**src/rtl/dts_ram.sv**
```systemverilog
// generic single write port, single read port ram with registered read
module dts_ram #(
  parameter int Width = 8,
  parameter int Depth = 256,
  localparam int AddrBits = (Depth > 1) ? $clog2(Depth) : 1
) (
  input  logic                clk_i,
  input  logic                we_i,
  input  logic [AddrBits-1:0] waddr_i,
  input  logic [Width-1:0]    wdata_i,
  input  logic                re_i,
  input  logic [AddrBits-1:0] raddr_i,
  output logic [Width-1:0]    rdata_o
);

  logic [Width-1:0] mem [Depth];
  logic [Width-1:0] rdata_q;

  always_ff @(posedge clk_i) begin
    if (we_i) begin
      mem[waddr_i] <= wdata_i;
    end
    if (re_i) begin
      rdata_q <= mem[raddr_i];
    end
  end

  assign rdata_o = rdata_q;

endmodule

```
**config.mk**
```make
export PLATFORM = sky130hd
export DESIGN_NAME = dts_ram
export DESIGN_NICKNAME = d
export VERILOG_FILES = /design/src/rtl/dts_ram.sv
export SDC_FILE = /design/constraint.sdc
export NUM_CORES = 2
export LEC_CHECK = 0
export BUFFER_PORTS_ARGS = -buffer_cell sky130_fd_sc_hd__buf_2
export CAP_MARGIN = 0
export CORE_UTILIZATION = 25
export DETAILED_ROUTE_END_ITERATION = 6
export PLACE_DENSITY = 0.43
export SLEW_MARGIN = 10
export SYNTH_ARGS = -nofsm -noshare
export SYNTH_HDL_FRONTEND = slang
export SYNTH_SLANG_ARGS = --single-unit
```
**constraint.sdc**
```tcl
create_clock -name clk_i -period 3.1 [get_ports clk_i]
set_input_delay 0.465 -clock clk_i [delete_from_list [all_inputs] [get_ports clk_i]]
set_output_delay 0.465 -clock clk_i [all_outputs]
set_load 0.005 [all_outputs]
```
==> flow_metrics.env <==
export IMPL_initial_utilization_pct=25.20
export IMPL_antenna_found_initial=19
export IMPL_pwr_share_seq_pct=50.8
export IMPL_design_power_total_mw=60.45
export IMPL_chipHeight_um=566.4
export IMPL_finClkSkew_ns=0.05528
export IMPL_timing_max_transition_violations_final=0
export IMPL_maxCapViolCount=0
export IMPL_place_inst=8402
export IMPL_reg2reg_from="mem[80][3]"
export IMPL_finalSetupViolCount=0
export IMPL_final_critical_path_share_of_the_clock_period_pct=93.42
export IMPL_synth_async_sr_flop_share_pct=0
export IMPL_grt_ovfl_total=0
export IMPL_routedWlPerCell_um=26.26
export IMPL_gp_routability_congestion=0.7871
export IMPL_routed_via_count=40190
export IMPL_power_internal_mw=47.40
export IMPL_timing_final_hold_violations=0
export IMPL_placement_setup_worst_slack_ns=-0.6372
export IMPL_min_path_type="primary input to flip-flop"
export IMPL_floorplan_io_pins=35
export IMPL_layout_nets=4498
export IMPL_drive_gt1_share_pct=32.87
export IMPL_slew_at_the_pin_with_the_worst_max_slew_slack_ns=0.8841
export IMPL_ys_seq_area_share_pct=77.53
export IMPL_crit_start="raddr_i[0]"
export IMPL_vdd_ir_drop_max_mv=0.4348
export IMPL_netlist_instances=3733
export IMPL_critPathRequiredTime_ns=3.68
export IMPL_first_global_vias=41800
export IMPL_max_clock_path_buffers=4
export IMPL_max_freq_ghz=0.3453
export IMPL_status="complete, no violations"
export IMPL_hold_path_startpoint="wdata_i[7]"
export IMPL_synth_enable_flop_cells=2056
export IMPL_wire_length_of_the_first_global_routing_pass_mm=328.1
export IMPL_critical_path_endpoint_type="flip-flop"
export IMPL_synthDistinctLibCells=54
export IMPL_critPathBufInv=6
export IMPL_post_cts_setup_buffers=0
export IMPL_post_route_drc_count=0
export IMPL_cts_made_buffers=223
export IMPL_globalRouteTotalUtil_pct=14.25
export IMPL_antenna_left=0
export IMPL_worst_setup_path_type="primary input to flip-flop"
export IMPL_flow_area_growth_from_synthesis_pct=22.12
export IMPL_critical_path_cell_by_cell="buf_8 > buf_12 > buf_12 > buf_4 > mux4_2 > mux2i_1 > buf_4 > o221ai_1 > a211oi_1 > buf_4 > nor4_1"
export IMPL_worst_path_max_fanout=18
export IMPL_remaining_max_slew_budget_at_the_tightest_pin_pct=40.61
export IMPL_grt_setup_unrepaired="no"
export IMPL_design_die_area_sq_um=320800
export IMPL_drt_first_iter_violations=3861
export IMPL_commonest_cells_after_routing_fill_and_taps_aside="sky130_fd_sc_hd__edfxtp_1, sky130_fd_sc_hd__buf_4, sky130_fd_sc_hd__mux4_2, sky130_fd_sc_hd__nor2_1, sky130_fd_sc_hd__clkbuf_16"
export IMPL_cts_root_buf="sky130_fd_sc_hd__clkbuf_16"
export IMPL_htree_num_levels=4
export IMPL_critical_path_max_stage_delay_ns=0.62
export IMPL_yosys_most_used_dff="sky130_fd_sc_hd__edfxtp_1"
export IMPL_leakage_nw=30.88
export IMPL_power_frac_comb_pct=5.6
export IMPL_synth_area_per_cell_sq_um=21.33
export IMPL_synth_seq_cells=2056
export IMPL_detail_route_wirelength_mm=231.5
export IMPL_crit_path_start_kind="primary input"
export IMPL_post_synthesis_cell_area_sq_um=79640
export IMPL_ys_warn_count=0
export IMPL_crit_top_cell="sky130_fd_sc_hd__buf_4"
export IMPL_power_density_nw_per_um2=621.6
export IMPL_worstSkewPairLatency_ns=0.87
export IMPL_cp_arrival_ns=3.48
export IMPL_avgViaCountPerCell=4.559
export IMPL_fp_coreArea_sq_um=316000
export IMPL_finalWorstPathRequiredPeriod_ns=2.896
export IMPL_share_clk_of_total_power_pct=43.7
export IMPL_post_route_worst_setup_slack_ns=0.2039
export IMPL_switching_share_pct=21.59
export IMPL_synth_fp_nets=3760
export IMPL_pin_count_of_the_biggest_net_entering_global_routing=91
export IMPL_cts_sinks=2056
export IMPL_switchingPower_mw=13.05
export IMPL_layout_commonest_cell="sky130_fd_sc_hd__edfxtp_1"
export IMPL_post_layout_nonfiller_instances=8815
export IMPL_detailed_place_hpwl_mm=152.9
export IMPL_clock_tree_from_tritoncts="yes"
export IMPL_drt_pre_antenna_iters=5
export IMPL_core_rowCount=206
export IMPL_die_width_um=566.4
export IMPL_place_port_buffers=34
export IMPL_clock_transition_at_the_register_clock_pins_on_the_worst_setup_and_hold_paths_after_cts_ns=0.06
export IMPL_cp_slowest_cell="sky130_fd_sc_hd__a211oi_1"
export IMPL_timing_critical_path_max_delay_family="buffers and inverters"
worst paths after layout:
path	slack, ns	endpoint	depth (start not counted)
worst max register to register	0.21	rdata_o[3]	7
worst min-delay path	0.05	mem[64][7]	1
worst min register to register	1.15	rdata_o[0]	6
worst max-delay path	0.20	rdata_o[3]	11
per-stage QoR:
| step | utilization, % | setup TNS [ns] | hold WS, ns | instance area (sq um) |
|---|---|---|---|---|
| finish | 30.78 | 0 | 0.04778 | 97250 |
| CTS | 30.77 | 0 | 0.01627 | 97240 |
| global route | 30.77 | 0 | 0.01602 | 97240 |
| floorplan | - | 0 | 0.5639 | 79640 |
| global placement | 28.50 | -2.890 | 0.9070 | 90070 |
| detailed placement | 28.50 | -2.826 | 0.9132 | 90070 |
cell usage after synthesis, types with 3 or more instances:
master / n / share of area (%)
sky130_fd_sc_hd__a22oi_1: 133 / 1.3
sky130_fd_sc_hd__buf_6: 21 / 0.30
sky130_fd_sc_hd__o22a_1: 5 / 0.055
sky130_fd_sc_hd__and2_1: 6 / 0.047
sky130_fd_sc_hd__nor2_1: 282 / 1.3
sky130_fd_sc_hd__o32ai_1: 4 / 0.044
sky130_fd_sc_hd__o21ai_0: 10 / 0.063
sky130_fd_sc_hd__nor4_1: 24 / 0.19
sky130_fd_sc_hd__o211ai_1: 10 / 0.094
sky130_fd_sc_hd__o221ai_1: 46 / 0.51
sky130_fd_sc_hd__a211oi_1: 16 / 0.15
sky130_fd_sc_hd__or2_2: 4 / 0.031
sky130_fd_sc_hd__mux2i_1: 134 / 1.7
sky130_fd_sc_hd__buf_4: 27 / 0.25
sky130_fd_sc_hd__nor3_1: 22 / 0.14
sky130_fd_sc_hd__buf_8: 13 / 0.25
sky130_fd_sc_hd__nand2b_1: 8 / 0.063
sky130_fd_sc_hd__edfxtp_1: 2056 / 78
sky130_fd_sc_hd__nor4_2: 3 / 0.047
sky130_fd_sc_hd__buf_12: 8 / 0.20
sky130_fd_sc_hd__nand3_1: 34 / 0.21
sky130_fd_sc_hd__a21oi_1: 96 / 0.60
sky130_fd_sc_hd__nand2_1: 33 / 0.16
sky130_fd_sc_hd__buf_2: 31 / 0.19
sky130_fd_sc_hd__a22o_1: 8 / 0.088
sky130_fd_sc_hd__nor2b_1: 31 / 0.24
sky130_fd_sc_hd__a221oi_1: 13 / 0.14
sky130_fd_sc_hd__o22ai_1: 28 / 0.22
sky130_fd_sc_hd__nand4_1: 10 / 0.079
sky130_fd_sc_hd__clkbuf_1: 111 / 0.52
sky130_fd_sc_hd__buf_1: 22 / 0.10
sky130_fd_sc_hd__mux4_2: 454 / 13
registers in the layout, summed over array words and instances (netlist names):
name / flops
mem: 2048
rdata_o: 8
power by group through the flow:
stage / sequential (mW) / clock, mW / combinational (mW)
finish: 30.7 / 26.4 / 3.36
global route: 30.7 / 28.1 / 3.58
CTS: 30.7 / 27.1 / 3.45
detailed placement: 31.3 / 0 / 3.44
global placement: 31.3 / 0 / 3.42
floorplan: 31.3 / 0 / 1.49
layer usage:
layer	routed length (um)	track usage, %	vias to the layer above	part of all wire, %
met2	111100	23.37	999	48
met4	3913	2.540	4	1.7
met5	24	0	-	0.010
met3	11090	2.091	268	4.8
met1	105400	20.17	21680	46
li1	-	-	17230	-
timing repair:
item,4_1_cts,5_1_grt
endpoints found under the hold margin,55,0
hold buffers,4,0
resized for setup,0,0
cells by family after synthesis:
kind of cell    synth area share [%]
mux                            14.60
simple gates                   2.625
buf+inv                        1.829
compound gates                 3.416
flops                          77.53
area by class of cell:
| cell class | count | area, sq um |
|---|---|---|
| clock inverter | 129 | 1269 |
| antenna | 3 | 7.507 |
| sequential | 2056 | 61740 |
| timing repair buffer | 746 | 6619 |
| multi-input combinational | 1442 | 16540 |
| inverter | 2 | 7.507 |
| tap | 4160 | 5205 |
| clock buffer | 277 | 5868 |
| fill | 30640 | 218700 |
(Power assumes the default switching activity.)
