`src/rtl/dts_pkg.sv`:
```
// shared types, constants and helpers for the dfa token scanner
package dts_pkg;

  localparam int NumStates = 256;
  localparam int TagBits = 16;
  localparam int LenBits = 16;

  // field widths of the item formats
  localparam int FuncBits = 2;
  localparam int StateBits = 8;
  localparam int SymBits = 8;
  localparam int NextBits = 9;
  localparam int TagWidth = 16;
  localparam int LenWidth = 16;

  localparam int TransAddrBits = StateBits + SymBits;
  localparam int TransDepth = 2 ** TransAddrBits;
  localparam int AttrBits = 1 + TagWidth;
  localparam int AttrDepth = 2 ** StateBits;

  localparam int QueueDepth = 4;
  localparam int QueuePtrBits = $clog2(QueueDepth);
  localparam int QueueCntBits = $clog2(QueueDepth + 1);

  localparam logic [TagWidth-1:0] TagMask = TagWidth'((64'd1 << TagBits) - 64'd1);
  localparam logic [LenWidth-1:0] LenMax = LenWidth'((64'd1 << LenBits) - 64'd1);

  localparam logic [FuncBits-1:0] FuncWrTrans = 2'd0;
  localparam logic [FuncBits-1:0] FuncWrAttr = 2'd1;
  localparam logic [FuncBits-1:0] FuncScan = 2'd2;

  localparam logic KindToken = 1'b0;
  localparam logic KindDrop = 1'b1;

  typedef enum logic [1:0] {
    OpWrTrans,
    OpWrAttr,
    OpScan
  } op_e;

  typedef struct packed {
    logic [FuncBits-1:0]  func;
    logic [StateBits-1:0] state_sel;
    logic [SymBits-1:0]   symbol;
    logic [NextBits-1:0]  next_state;
    logic                 accept_in;
    logic [TagWidth-1:0]  tag_in;
    logic                 end_of_input;
  } in_item_t;

  typedef struct packed {
    logic                kind;
    logic [TagWidth-1:0] token_tag;
    logic [LenWidth-1:0] token_length;
    logic                matched;
    logic                last;
  } out_item_t;

  typedef struct packed {
    op_e                  op;
    logic [StateBits-1:0] sel;
    logic [SymBits-1:0]   sym;
    logic [NextBits-1:0]  nxt;
    logic                 acc;
    logic [TagWidth-1:0]  tag;
    logic                 eoi;
  } queue_entry_t;

  typedef struct packed {
    logic         valid;
    queue_entry_t entry;
  } queue_head_t;

  typedef struct packed {
    logic                     we;
    logic [TransAddrBits-1:0] waddr;
    logic [NextBits-1:0]      wdata;
    logic                     re;
    logic [TransAddrBits-1:0] raddr;
  } trans_req_t;

  typedef struct packed {
    logic                 we;
    logic [StateBits-1:0] waddr;
    logic [AttrBits-1:0]  wdata;
    logic                 re;
    logic [StateBits-1:0] raddr;
  } attr_req_t;

  function automatic logic state_oob(logic [StateBits-1:0] s);
    return {24'd0, s} >= 32'(NumStates);
  endfunction

  function automatic logic target_oob(logic [NextBits-1:0] n);
    return n[NextBits-1] || ({23'd0, n} >= 32'(NumStates));
  endfunction

endpackage

```
`src/rtl/dts_front.sv`:
```
// front end: accepts items, decodes them and queues the useful ones
module dts_front (
  input  logic                  clk_i,
  input  logic                  rst_ni,
  input  logic                  in_valid_i,
  output logic                  in_stall_o,
  input  dts_pkg::in_item_t     in_item_i,
  output dts_pkg::queue_head_t  head_o,
  input  logic                  pop_i
);

  dts_pkg::queue_entry_t entries_q [dts_pkg::QueueDepth];
  logic [dts_pkg::QueuePtrBits-1:0] wr_ptr_q, wr_ptr_d;
  logic [dts_pkg::QueuePtrBits-1:0] rd_ptr_q, rd_ptr_d;
  logic [dts_pkg::QueueCntBits-1:0] count_q, count_d;

  dts_pkg::queue_entry_t entry;
  logic keep;
  logic push;
  logic pop;

  // unused func code and loads to missing states are swallowed here
  always_comb begin
    entry.op = dts_pkg::OpScan;
    entry.sel = in_item_i.state_sel;
    entry.sym = in_item_i.symbol;
    entry.nxt = in_item_i.next_state;
    entry.acc = in_item_i.accept_in;
    entry.tag = in_item_i.tag_in & dts_pkg::TagMask;
    entry.eoi = in_item_i.end_of_input;
    keep = 1'b0;
    case (in_item_i.func)
      dts_pkg::FuncWrTrans: begin
        entry.op = dts_pkg::OpWrTrans;
        keep = !dts_pkg::state_oob(in_item_i.state_sel);
      end
      dts_pkg::FuncWrAttr: begin
        entry.op = dts_pkg::OpWrAttr;
        keep = !dts_pkg::state_oob(in_item_i.state_sel);
      end
      dts_pkg::FuncScan: begin
        entry.op = dts_pkg::OpScan;
        keep = 1'b1;
      end
      default: begin
        keep = 1'b0;
      end
    endcase
  end

  assign in_stall_o = (count_q == dts_pkg::QueueCntBits'(dts_pkg::QueueDepth));
  assign push = in_valid_i && !in_stall_o && keep;
  assign pop = pop_i && (count_q != '0);

  always_comb begin
    wr_ptr_d = wr_ptr_q;
    rd_ptr_d = rd_ptr_q;
    count_d = count_q;
    if (push) begin
      wr_ptr_d = (wr_ptr_q == dts_pkg::QueuePtrBits'(dts_pkg::QueueDepth - 1)) ?
                 '0 : wr_ptr_q + 1'b1;
    end
    if (pop) begin
      rd_ptr_d = (rd_ptr_q == dts_pkg::QueuePtrBits'(dts_pkg::QueueDepth - 1)) ?
                 '0 : rd_ptr_q + 1'b1;
    end
    case ({push, pop})
      2'b10: count_d = count_q + 1'b1;
      2'b01: count_d = count_q - 1'b1;
      default: count_d = count_q;
    endcase
  end

  always_ff @(posedge clk_i or negedge rst_ni) begin
    if (!rst_ni) begin
      wr_ptr_q <= '0;
      rd_ptr_q <= '0;
      count_q <= '0;
    end else begin
      wr_ptr_q <= wr_ptr_d;
      rd_ptr_q <= rd_ptr_d;
      count_q <= count_d;
    end
  end

  always_ff @(posedge clk_i) begin
    if (push) begin
      entries_q[wr_ptr_q] <= entry;
    end
  end

  assign head_o.valid = (count_q != '0);
  assign head_o.entry = entries_q[rd_ptr_q];

endmodule

```
`config.mk`:
```
export PLATFORM = sky130hd
export DESIGN_NAME = dts_front
export DESIGN_NICKNAME = d
export VERILOG_FILES = /design/src/rtl/dts_pkg.sv /design/src/rtl/dts_front.sv
export SDC_FILE = /design/constraint.sdc
export NUM_CORES = 1
export LEC_CHECK = 0
export BUFFER_PORTS_ARGS = -buffer_cell sky130_fd_sc_hd__buf_2
export CORE_MARGIN = 3
export CORE_UTILIZATION = 50
export DETAILED_ROUTE_END_ITERATION = 8
export HOLD_SLACK_MARGIN = 0.06
export PLACE_DENSITY = 0.69
export SETUP_SLACK_MARGIN = 0.15
export SLEW_MARGIN = 0
export SYNTH_ARGS = -nofsm -noshare
export SYNTH_HDL_FRONTEND = slang
export SYNTH_SLANG_ARGS = --single-unit
export TNS_END_PERCENT = 10
```
`constraint.sdc`:
```
create_clock -name clk_i -period 2.7 [get_ports clk_i]
set_clock_uncertainty 0.15 [all_clocks]
set_input_delay 0.54 -clock clk_i [delete_from_list [all_inputs] [get_ports clk_i]]
set_output_delay 0.54 -clock clk_i [all_outputs]
set_load 0.005 [all_outputs]
```
==> results.ini <==
[synthesis]
syn_avg_cell_area_um2=25.08
synth_fa_ha_area_frac=0.01364
synth_top_family_by_area=multiplexers
muxShareOfSynthArea=0.1533
ys_seq_area_frac=0.8004
synthSimpleGateAreaFrac=0.01005
ys_warn_count=0
syn_nets=334
netlist_area_um2=6972
synth_compound_area_frac=0.002872
yosysTopAreaCell=edfxtp_1
synth_seq_cells=187
synth-xor-area-share=0.003769
synth_top_area_frac=0.7753
synthTopCellsByArea=edfxtp_1 (78%), mux4_2 (15%), dfrtp_1 (2.5%)
synthCells=278
synthDistinctLibCells=21

[job]
maxCapViolCount=0

[global_route]
top_usage_layer=met2
met1_usage=0.2167
grt_pass1_wl_um=18550
grtUsageTotal=0.1720
gr-total-overflow=0
met2_usage=0.2794
grt_max_degree=32
grt_pass1_vias=3363
antenna_found_initial=1
gr-usage-met3=0.05586

[floorplanning]
initial_core_util=0.5182
core_um2=13450
dieArea_um2=15400
die_w_um=124.1
die_h_um=124.1
row_count=42
ios=96

[sta]
hold_viol_final=0
max-slew-margin-rel=0.7304
setup_violations=0
maxSlewViolCount=0
layout_setup_ws_ns=0.1827
tightest_slew_ns=0.4044
rsz0062_at_grt=true
finalCriticalPeriod_ns=2.517
tns_ns=0
max_freq_mhz=397.2
finalCritPeriodShare=0.9323

[clocking]
cts_root_buf=clkbuf_16
htreeDepth=4
clk_pin_slew_worst_paths_ns=0.06
clock_sinks=187
cts_buffer_depth=2
clk_latency_ns=0.42
tritoncts=yes
numCtsBuffers=17

[pwr]
peakVddDrop_uv=584.9
leakage_uw=0.002969
p_sw_frac=0.2612
p_total_uw=8815
power.net_switching_uw=2302
pwr-share-comb=0.287
power_density_nw_per_um2=1045
intPower_uw=6513
p_clk_frac=0.276
power.share.sequential=0.437

[place]
place_congestion=0.6999
dpl_worst_slack_ns=0.3507
port_buffers=95
dp_hpwl_um=7328

[layout]
layout_common_cells=edfxtp_1 (180), buf_2 (95), mux4_2 (45), clkbuf_16 (17), buf_4 (14)
synthToLayoutAreaGrowth_pct=21.03
final_layout_size_suffix_gt1_frac=0.4868
fin_nets=460
final_common_cell=edfxtp_1
diodes=0

[worst_setup_path]
worstSetupStartpointType=register
worst-setup-path-type=register to output pin
crit_chain=buf_12 -> buf_12 -> mux4_2 -> buf_2
critical_path_arrival_ns=1.83
end_kind=output pin
crit_fanout=14
cp_slowest_cell=mux4_2
cpMostUsedCell=buf_12
cpPeakStageDelay_ns=0.52
required_ns=2.01

[routing]
vias=3153
dr.pass1.iters=4
postRouteAntennaNets=0
viasPerCell=5.317
drcViolationCount=0
wl_per_cell_um=20.39
drt_iter0_markers=289
wirelength_um=12090

[min_path]
hp-class=input pin to register

[run_status]
status=completed

[worst max-delay path: cells and delay by family (launching register included)]
family | cells | cell delay, ns
buf+inv | 3 | 0.44
flops | 1 | 0.44
mux | 1 | 0.52
[through the flow]
stage | cells | cell area [um2] | hold slack, ns | util
floorplan | 278 | 6972 | 0.09441 | -
global placement | 551 | 7756 | 0.2332 | 0.5765
detailed placement | 551 | 7756 | 0.2364 | 0.5765
CTS | 588 | 8388 | 0.1549 | 0.6235
global route | 593 | 8438 | 0.1555 | 0.6272
finish | 593 | 8438 | 0.1774 | 0.6272
[final cells by class]
class / instances / area (um2)
fill: 980 / 5015
sequential: 187 / 5588
inverter: 8 / 30.03
multi-input combinational: 72 / 1285
clock inverter: 13 / 148.9
clock buffer: 19 / 432.9
tap: 176 / 220.2
timing repair buffer: 118 / 733.2
[cell usage after synthesis]
master    count
buf_2         5
xor2_1        2
buf_6         4
nor3b_2       1
edfxtp_1    180
ha_1          6
mux2i_1       1
nand2_1       1
or3_4         1
clkbuf_1      1
nor2b_1       1
dfrtp_1       7
xnor2_1       1
inv_1         8
mux4_2       45
a211oi_4      1
buf_4         1
and2_1        4
fa_1          1
nor2_1        3
mux2_2        4
[metal layers]
| layer | share of wire | up-vias |
|---|---|---|
| li1 | - | 1416 |
| met1 | 0.41 | 1640 |
| met2 | 0.52 | 80 |
| met3 | 0.049 | 15 |
| met4 | 0.014 | 2 |
| met5 | 0.00058 | - |
[power groups by stage]
stage	sequential (uW)	combinational, uW	clock [uW]
after floorplan	3860	1540	0
after CTS	3940	2450	2490
after global routing	3900	2760	2610
final	3860	2530	2430
after detailed placement	4040	2320	0
after global placement	4020	2280	0
[state kept, by name (all words and copies together) (netlist names)]
name,count
entries_q,180
count_q,3
rd_ptr_q,2
wr_ptr_q,2
[what timing repair did]
item,CTS,global route
cloned,0,0
pin swaps,0,0
hold buffers,1,0
endpoints found under the setup margin,45,42
resized for setup,2,2
setup buffers,4,5
hold endpoints to repair,7,0
[worst paths after layout]
path	startpoint	to	slack, ns	cells after the start
max	rd_ptr_q[0]$_DFFE_PN0P_	head_o[34]	0.18	4
min	in_item_i[4]	entries_q[0][4]$_DFFE_PP_	0.18	1
max reg2reg	count_q[0]$_DFFE_PN0P_	count_q[2]$_DFFE_PN0P_	0.52	9
min reg2reg	count_q[2]$_DFFE_PN0P_	count_q[2]$_DFFE_PN0P_	0.36	1
max in group asynchronous	rst_ni	rd_ptr_q[0]$_DFFE_PN0P_	1.90	2
min in group asynchronous	rst_ni	count_q[1]$_DFFE_PN0P_	0.31	2
[logic make-up (layout without fill, tap and decap cells)]
kind of cell | count (synthesis) | in the layout
AOI/OAI and AO/OA | 1 | 1
buffers and inverters | 19 | 158
DFF | 187 | 187
and+or+nand+nor | 11 | 11
xor gates and xnor gates | 3 | 3
muxes | 50 | 50
adders and majority gates | 7 | 7
(Power assumes the default switching activity.)
