**config.mk**
```make
export PLATFORM = sky130hd
export DESIGN_NAME = dts_back
export DESIGN_NICKNAME = d
export VERILOG_FILES = /design/src/rtl/dts_pkg.sv /design/src/rtl/dts_back.sv
export SDC_FILE = /design/constraint.sdc
export NUM_CORES = 1
export LEC_CHECK = 0
export ABC_AREA = 0
export BUFFER_PORTS_ARGS = -buffer_cell sky130_fd_sc_hd__buf_2
export CORE_UTILIZATION = 45
export CTS_BUF_LIST = sky130_fd_sc_hd__clkbuf_8 sky130_fd_sc_hd__clkbuf_16
export DETAILED_ROUTE_END_ITERATION = 8
export PLACE_DENSITY = 0.82
export SYNTH_ARGS = -nofsm -noshare
export SYNTH_HDL_FRONTEND = slang
export SYNTH_SLANG_ARGS = --single-unit
```
**constraint.sdc**
```tcl
create_clock -name clk_i -period 2.5 [get_ports clk_i]
set_input_delay 0.5 -clock clk_i [delete_from_list [all_inputs] [get_ports clk_i]]
set_output_delay 0.5 -clock clk_i [all_outputs]
set_load 0.05 [all_outputs]
```
**src/rtl/dts_pkg.sv**
```systemverilog
// shared types, constants and helpers for the dfa token scanner
package dts_pkg;

  localparam int NumStates = 256;
  localparam int TagBits = 16;
  localparam int LenBits = 16;

  // field widths of the item formats
  localparam int FuncBits = 2;
  localparam int StateBits = 8;
  localparam int SymBits = 8;
  localparam int NextBits = 9;
  localparam int TagWidth = 16;
  localparam int LenWidth = 16;

  localparam int TransAddrBits = StateBits + SymBits;
  localparam int TransDepth = 2 ** TransAddrBits;
  localparam int AttrBits = 1 + TagWidth;
  localparam int AttrDepth = 2 ** StateBits;

  localparam int QueueDepth = 4;
  localparam int QueuePtrBits = $clog2(QueueDepth);
  localparam int QueueCntBits = $clog2(QueueDepth + 1);

  localparam logic [TagWidth-1:0] TagMask = TagWidth'((64'd1 << TagBits) - 64'd1);
  localparam logic [LenWidth-1:0] LenMax = LenWidth'((64'd1 << LenBits) - 64'd1);

  localparam logic [FuncBits-1:0] FuncWrTrans = 2'd0;
  localparam logic [FuncBits-1:0] FuncWrAttr = 2'd1;
  localparam logic [FuncBits-1:0] FuncScan = 2'd2;

  localparam logic KindToken = 1'b0;
  localparam logic KindDrop = 1'b1;

  typedef enum logic [1:0] {
    OpWrTrans,
    OpWrAttr,
    OpScan
  } op_e;

  typedef struct packed {
    logic [FuncBits-1:0]  func;
    logic [StateBits-1:0] state_sel;
    logic [SymBits-1:0]   symbol;
    logic [NextBits-1:0]  next_state;
    logic                 accept_in;
    logic [TagWidth-1:0]  tag_in;
    logic                 end_of_input;
  } in_item_t;

  typedef struct packed {
    logic                kind;
    logic [TagWidth-1:0] token_tag;
    logic [LenWidth-1:0] token_length;
    logic                matched;
    logic                last;
  } out_item_t;

  typedef struct packed {
    op_e                  op;
    logic [StateBits-1:0] sel;
    logic [SymBits-1:0]   sym;
    logic [NextBits-1:0]  nxt;
    logic                 acc;
    logic [TagWidth-1:0]  tag;
    logic                 eoi;
  } queue_entry_t;

  typedef struct packed {
    logic         valid;
    queue_entry_t entry;
  } queue_head_t;

  typedef struct packed {
    logic                     we;
    logic [TransAddrBits-1:0] waddr;
    logic [NextBits-1:0]      wdata;
    logic                     re;
    logic [TransAddrBits-1:0] raddr;
  } trans_req_t;

  typedef struct packed {
    logic                 we;
    logic [StateBits-1:0] waddr;
    logic [AttrBits-1:0]  wdata;
    logic                 re;
    logic [StateBits-1:0] raddr;
  } attr_req_t;

  function automatic logic state_oob(logic [StateBits-1:0] s);
    return {24'd0, s} >= 32'(NumStates);
  endfunction

  function automatic logic target_oob(logic [NextBits-1:0] n);
    return n[NextBits-1] || ({23'd0, n} >= 32'(NumStates));
  endfunction

endpackage

```
**src/rtl/dts_back.sv**
```systemverilog
// back end: table writes, dfa stepping, token bookkeeping and result register
module dts_back (
  input  logic                           clk_i,
  input  logic                           rst_ni,
  input  logic [dts_pkg::StateBits-1:0]  init_i,
  input  dts_pkg::queue_head_t           head_i,
  output logic                           pop_o,
  output dts_pkg::trans_req_t            trans_req_o,
  input  logic [dts_pkg::NextBits-1:0]   trans_rdata_i,
  output dts_pkg::attr_req_t             attr_req_o,
  input  logic [dts_pkg::AttrBits-1:0]   attr_rdata_i,
  output logic                           out_valid_o,
  input  logic                           out_stall_i,
  output dts_pkg::out_item_t             out_item_o
);

  localparam logic [1:0] StIdle = 2'd0;
  localparam logic [1:0] StTrd = 2'd1;
  localparam logic [1:0] StArd = 2'd2;
  localparam logic [1:0] StEoi = 2'd3;

  logic [1:0] state_q, state_d;
  logic [dts_pkg::StateBits-1:0] cur_q, cur_d;
  logic [dts_pkg::LenWidth-1:0] cnt_q, cnt_d;
  logic seen_q, seen_d;
  logic [dts_pkg::TagWidth-1:0] best_q, best_d;
  logic retry_q, retry_d;
  logic [dts_pkg::StateBits-1:0] nx_q, nx_d;
  logic [dts_pkg::SymBits-1:0] sym_q, sym_d;
  logic eoi_q, eoi_d;
  logic src_oob_q, src_oob_d;
  logic out_valid_q, out_valid_d;
  dts_pkg::out_item_t out_q, out_d;

  logic [dts_pkg::StateBits-1:0] lookup_state;
  logic head_scan;
  logic out_free;
  logic miss;
  logic fail;
  logic emit;
  dts_pkg::out_item_t emit_item;
  logic acc;
  logic [dts_pkg::TagWidth-1:0] tag;

  // an empty token always starts from the configured initial state
  assign lookup_state = (cnt_q == '0) ? init_i : cur_q;
  assign head_scan = head_i.valid && (head_i.entry.op == dts_pkg::OpScan);
  assign out_free = !out_valid_q || !out_stall_i;
  assign miss = src_oob_q || dts_pkg::target_oob(trans_rdata_i);
  assign acc = attr_rdata_i[dts_pkg::AttrBits-1];
  assign tag = attr_rdata_i[dts_pkg::TagWidth-1:0];

  always_comb begin
    state_d = state_q;
    cur_d = cur_q;
    cnt_d = cnt_q;
    seen_d = seen_q;
    best_d = best_q;
    retry_d = retry_q;
    nx_d = nx_q;
    sym_d = sym_q;
    eoi_d = eoi_q;
    src_oob_d = src_oob_q;
    pop_o = 1'b0;
    trans_req_o = '0;
    attr_req_o = '0;
    fail = 1'b0;
    emit = 1'b0;
    emit_item = '0;

    case (state_q)
      StIdle: begin
        if (head_i.valid) begin
          pop_o = 1'b1;
          case (head_i.entry.op)
            dts_pkg::OpWrTrans: begin
              trans_req_o.we = 1'b1;
              trans_req_o.waddr = {head_i.entry.sel, head_i.entry.sym};
              trans_req_o.wdata = head_i.entry.nxt;
            end
            dts_pkg::OpWrAttr: begin
              attr_req_o.we = 1'b1;
              attr_req_o.waddr = head_i.entry.sel;
              attr_req_o.wdata = {head_i.entry.acc, head_i.entry.tag};
            end
            dts_pkg::OpScan: begin
              sym_d = head_i.entry.sym;
              eoi_d = head_i.entry.eoi;
              src_oob_d = dts_pkg::state_oob(lookup_state);
              trans_req_o.re = 1'b1;
              trans_req_o.raddr = {lookup_state, head_i.entry.sym};
              state_d = StTrd;
            end
            default: begin
              pop_o = 1'b1;
            end
          endcase
        end
      end
      StTrd: begin
        if (retry_q) begin
          // the closed token goes out once the retry shows whether more results follow
          if (out_free) begin
            emit = 1'b1;
            emit_item.kind = dts_pkg::KindToken;
            emit_item.token_tag = best_q;
            emit_item.token_length = cnt_q;
            emit_item.matched = seen_q;
            emit_item.last = !miss && !eoi_q;
            cnt_d = '0;
            seen_d = 1'b0;
            best_d = '0;
            retry_d = 1'b0;
            if (!miss) begin
              nx_d = trans_rdata_i[dts_pkg::StateBits-1:0];
              attr_req_o.re = 1'b1;
              attr_req_o.raddr = trans_rdata_i[dts_pkg::StateBits-1:0];
              state_d = StArd;
            end
          end
        end else if (miss) begin
          fail = 1'b1;
        end else begin
          nx_d = trans_rdata_i[dts_pkg::StateBits-1:0];
          attr_req_o.re = 1'b1;
          attr_req_o.raddr = trans_rdata_i[dts_pkg::StateBits-1:0];
          state_d = StArd;
        end
      end
      StArd: begin
        // leaving the accepting region ends the token
        if (!acc && seen_q) begin
          fail = 1'b1;
        end else begin
          cur_d = nx_q;
          cnt_d = (cnt_q == dts_pkg::LenMax) ? cnt_q : cnt_q + 1'b1;
          if (acc) begin
            seen_d = 1'b1;
            best_d = tag;
          end
          if (eoi_q) begin
            state_d = StEoi;
          end else if (head_scan) begin
            // chain the next byte straight from the new state
            pop_o = 1'b1;
            sym_d = head_i.entry.sym;
            eoi_d = head_i.entry.eoi;
            src_oob_d = dts_pkg::state_oob(nx_q);
            trans_req_o.re = 1'b1;
            trans_req_o.raddr = {nx_q, head_i.entry.sym};
            state_d = StTrd;
          end else begin
            state_d = StIdle;
          end
        end
      end
      StEoi: begin
        if (out_free) begin
          emit = 1'b1;
          emit_item.kind = dts_pkg::KindToken;
          emit_item.token_tag = best_q;
          emit_item.token_length = cnt_q;
          emit_item.matched = seen_q;
          emit_item.last = 1'b1;
          cnt_d = '0;
          seen_d = 1'b0;
          best_d = '0;
          state_d = StIdle;
        end
      end
      default: begin
        state_d = StIdle;
      end
    endcase

    // a failed step closes the open token and retries the byte, or drops it
    if (fail) begin
      if (cnt_q != '0) begin
        retry_d = 1'b1;
        src_oob_d = dts_pkg::state_oob(init_i);
        trans_req_o.re = 1'b1;
        trans_req_o.raddr = {init_i, sym_q};
        state_d = StTrd;
      end else if (out_free) begin
        emit = 1'b1;
        emit_item.kind = dts_pkg::KindDrop;
        emit_item.last = !eoi_q;
        state_d = eoi_q ? StEoi : StIdle;
      end
    end
  end

  always_comb begin
    out_d = out_q;
    out_valid_d = out_valid_q;
    if (emit) begin
      out_d = emit_item;
      out_valid_d = 1'b1;
    end else if (!out_stall_i) begin
      out_valid_d = 1'b0;
    end
  end

  always_ff @(posedge clk_i or negedge rst_ni) begin
    if (!rst_ni) begin
      state_q <= StIdle;
      cur_q <= '0;
      cnt_q <= '0;
      seen_q <= 1'b0;
      best_q <= '0;
      retry_q <= 1'b0;
      out_valid_q <= 1'b0;
    end else begin
      state_q <= state_d;
      cur_q <= cur_d;
      cnt_q <= cnt_d;
      seen_q <= seen_d;
      best_q <= best_d;
      retry_q <= retry_d;
      out_valid_q <= out_valid_d;
    end
  end

  always_ff @(posedge clk_i) begin
    nx_q <= nx_d;
    sym_q <= sym_d;
    eoi_q <= eoi_d;
    src_oob_q <= src_oob_d;
    out_q <= out_d;
  end

  assign out_valid_o = out_valid_q;
  assign out_item_o = out_q;

endmodule

```
==> metrics.cfg <==
[outcome]
status = complete, but fails checks
failed_checks = setup timing

[clocking]
clk_pin_slew_ns = 0.12
cts_buffer_depth = 2
insertion_delay_ns = 0.39
cts_tree = built
htree_num_levels = 3
numCtsBuffers = 9
holdBufCountCts = 0
cts.sinks = 98
cts-root-buf = clkbuf_8

[critical_path]
startpoint = state_q[1]
crit_path_frequent_cell = buf_6
reg2reg_from = cnt_q[1]
path_max_fanout = 8
ff2ff_setup_slack_ns = 0.24
path_buf_inv = 3
critPathSlowestCell = dfrtp_1
path_cells = buf_4, ha_4, nand3b_4, o21a_4, nor3_4, nor4_4, buf_6, a221o_2, buf_6
endpoint_kind = output pin
rr_worst_depth = 9
worst-setup-path-type = register to output pin
crit_arrival_ns = 2.36
cp_top_family = compound AO/OA/AOI/OAI gates
required_ns = 2.00
critPathLaunchType = register
endpoint = trans_req_o[13]
crit_cells = 9
r2r_end = cnt_q[9]
max_stage_delay_ns = 0.42

[yosys]
synth_area_um2 = 4920
synth-main-ff-cell = edfxtp_1
ys_types = 63
syn_inst = 431
postSynthAreaPerCell_um2 = 11.4
synth_edf_count = 52
yosysWarnings = 0
synthArstFlopShare = 0.459
ys_seq_area_frac = 0.550
syn-num-nets = 520
synth_seq_cells = 98

[sta]
grt_setup_unrepaired = yes
slew_headroom = 0.574
fin_skew_ns = 0.0285
maxSlewViolCount = 0
max_freq_mhz = 350
hold_viol_final = 0
worst_hold_slack_ns = 0.124
tightest_slew_ns = 0.639
finalSetupTns_ns = -5.84
setup_viol = 45
min_period_over_period = 1.14
period_minus_slack_ns = 2.86
fin_ws_ns = -0.355

[global_routing]
antenna_found_initial = 1
grt_max_degree = 37
overflow = 0
grt_pass1_wl_um = 23600
grt_usage = 0.269
grt_pass1_vias = 4766

[finish]
fin_nets = 785
area_growth_pct = 56.4
drive_above_1_share = 0.561
n_fill_cell = 687

[die]
coreArea_um2 = 10500
die_x_um = 107
ios = 198
dieArea_um2 = 11400
std_cell_rows = 37
start_util = 0.471
die_y_um = 107

[route]
drt.antenna.violating_nets = 0
via_per_inst = 5.52
vias = 4629
wl_um = 15800
drc = 0
wl_per_cell_um = 18.8
dr.pass1.iters = 5
drt_iter0_drc = 237

[placed_design]
io_buffers = 197
post-dp-hpwl_um = 10000
place.gp.congestion = 0.951

[job]
cap_violations = 0

[min_path]
hp-class = primary input to asynchronous set/reset pin

[power]
leakagePower_uw = 0.00355
power_density_nw_per_um2 = 824
ir_drop_v = 0.000461

## where the power goes
part	leakage, µW	internal (µW)	switching (µW)
sequential	0.00110	2140	181
combinational	0.00236	1140	1910
clock	0.0000890	377	598
total	0.00355	3650	2690
## flip-flops by register name, summed over array words and instances, names as in the netlist
register,cells
out_item_o,35
seen_q,1
nx_q,8
src_oob_q,1
cur_q,8
state_q,2
best_q,16
cnt_q,16
eoi_q,1
out_valid_o,1
sym_q,8
retry_q,1
## final cells by class
| cell class | instances | area [µm²] | share of cell area |
|---|---|---|---|
| repair buffers | 276 | 2250 | 0.292 |
| multi-input cells | 301 | 2340 | 0.305 |
| diodes | 1 | 2.50 | 0.000325 |
| clock buffers | 9 | 124 | 0.0161 |
| clock inverters | 7 | 62.6 | 0.00813 |
| flip-flops and latches | 98 | 2710 | 0.352 |
| well taps | 136 | 170 | 0.0221 |
| inverters | 10 | 40.0 | 0.00520 |
## cells in the mapped netlist, drive strengths merged (2+ instances only)
master   n  share of area
and2    95           0.12
edfxtp  52           0.32
dfrtp   45           0.23
a22o    24          0.043
nand2   23          0.018
nand3   15          0.015
nor2    15          0.012
buf     12          0.015
o21ai   12          0.013
clkbuf  10         0.0076
inv     10         0.0076
a21oi    9         0.0091
nor3     9          0.012
a21boi   8          0.012
a221o    8          0.016
mux2     8          0.018
nand2b   7         0.0094
nand4    7         0.0089
ha       6          0.015
and3     5         0.0066
nor4     5         0.0094
xor2     5         0.0089
and4     3         0.0053
o41ai    3         0.0053
a21o     2         0.0030
mux2i    2         0.0041
nor3b    2         0.0030
o211ai   2         0.0030
o21a     2         0.0030
o31ai    2         0.0030
or4      2         0.0030
or4b     2         0.0041
## through the flow
step | setup WS, ns | cell area [µm²] | cells | total power, µW | util
2_1_floorplan | -0.114 | 4970 | 431 | 4130 | -
3_3_place_gp | 0.0489 | 6420 | 794 | 4820 | 0.613
3_5_place_dp | -0.0502 | 6420 | 794 | 4860 | 0.613
4_1_cts | -0.304 | 7360 | 827 | 6170 | 0.703
5_1_grt | -0.410 | 7700 | 838 | 6630 | 0.736
6_report | -0.355 | 7700 | 838 | 6340 | 0.736
## placed cells by master, fill, tap and decap left out, drive strengths merged, types with 5 or more instances in the layout
cell type    n
o21ai       12
edfxtp      52
nor3         9
a21oi        9
nand4        7
and2        95
a22o        24
a221o        8
mux2         8
nand2       23
inv         12
nand2b       7
a21boi       8
nor4         5
nor2        15
dfrtp       45
buf        275
nand3       15
and3         5
clkbuf      10
ha           6
xor2         5
## per-layer routing
metal,wire (µm),part of all wire,track usage,vias up
li1,-,-,-,2098
met1,5830,0.37,0.309,2237
met2,8220,0.52,0.476,247
met3,1050,0.066,0.0480,47
met4,654,0.042,0.144,0
met5,0,0,0,-
## how the worst min path moves through the flow
stage                         start          to  slack (ns)
after floorplan              rst_ni   best_q[0]        0.20
after detailed placement  src_oob_q   src_oob_q        0.47
after global routing         rst_ni  best_q[15]        0.18
final                        rst_ni  best_q[15]        0.12
after CTS                    rst_ni  best_q[15]        0.14
after global placement    src_oob_q   src_oob_q        0.47
## what timing repair did
| action | CTS | global route |
|---|---|---|
| setup buffers | 14 | 10 |
| pin swaps | 37 | 24 |
| gates resized for setup | 203 | 85 |
| cloned | 4 | 3 |
| endpoints found under the setup margin | 78 | 78 |
## kinds of logic (layout without fill, tap and decap cells)
logic type / Yosys count / after routing / synth area share
simple gates: 197 / 197 / 0.242
buf+inv: 32 / 302 / 0.0305
xor+xnor: 5 / 5 / 0.00889
other cells: 0 / 1 / 0
mux: 10 / 10 / 0.0224
compound gates: 83 / 83 / 0.131
flops: 98 / 98 / 0.550
fa+ha+maj: 6 / 6 / 0.0152
(Power assumes the default switching activity.)
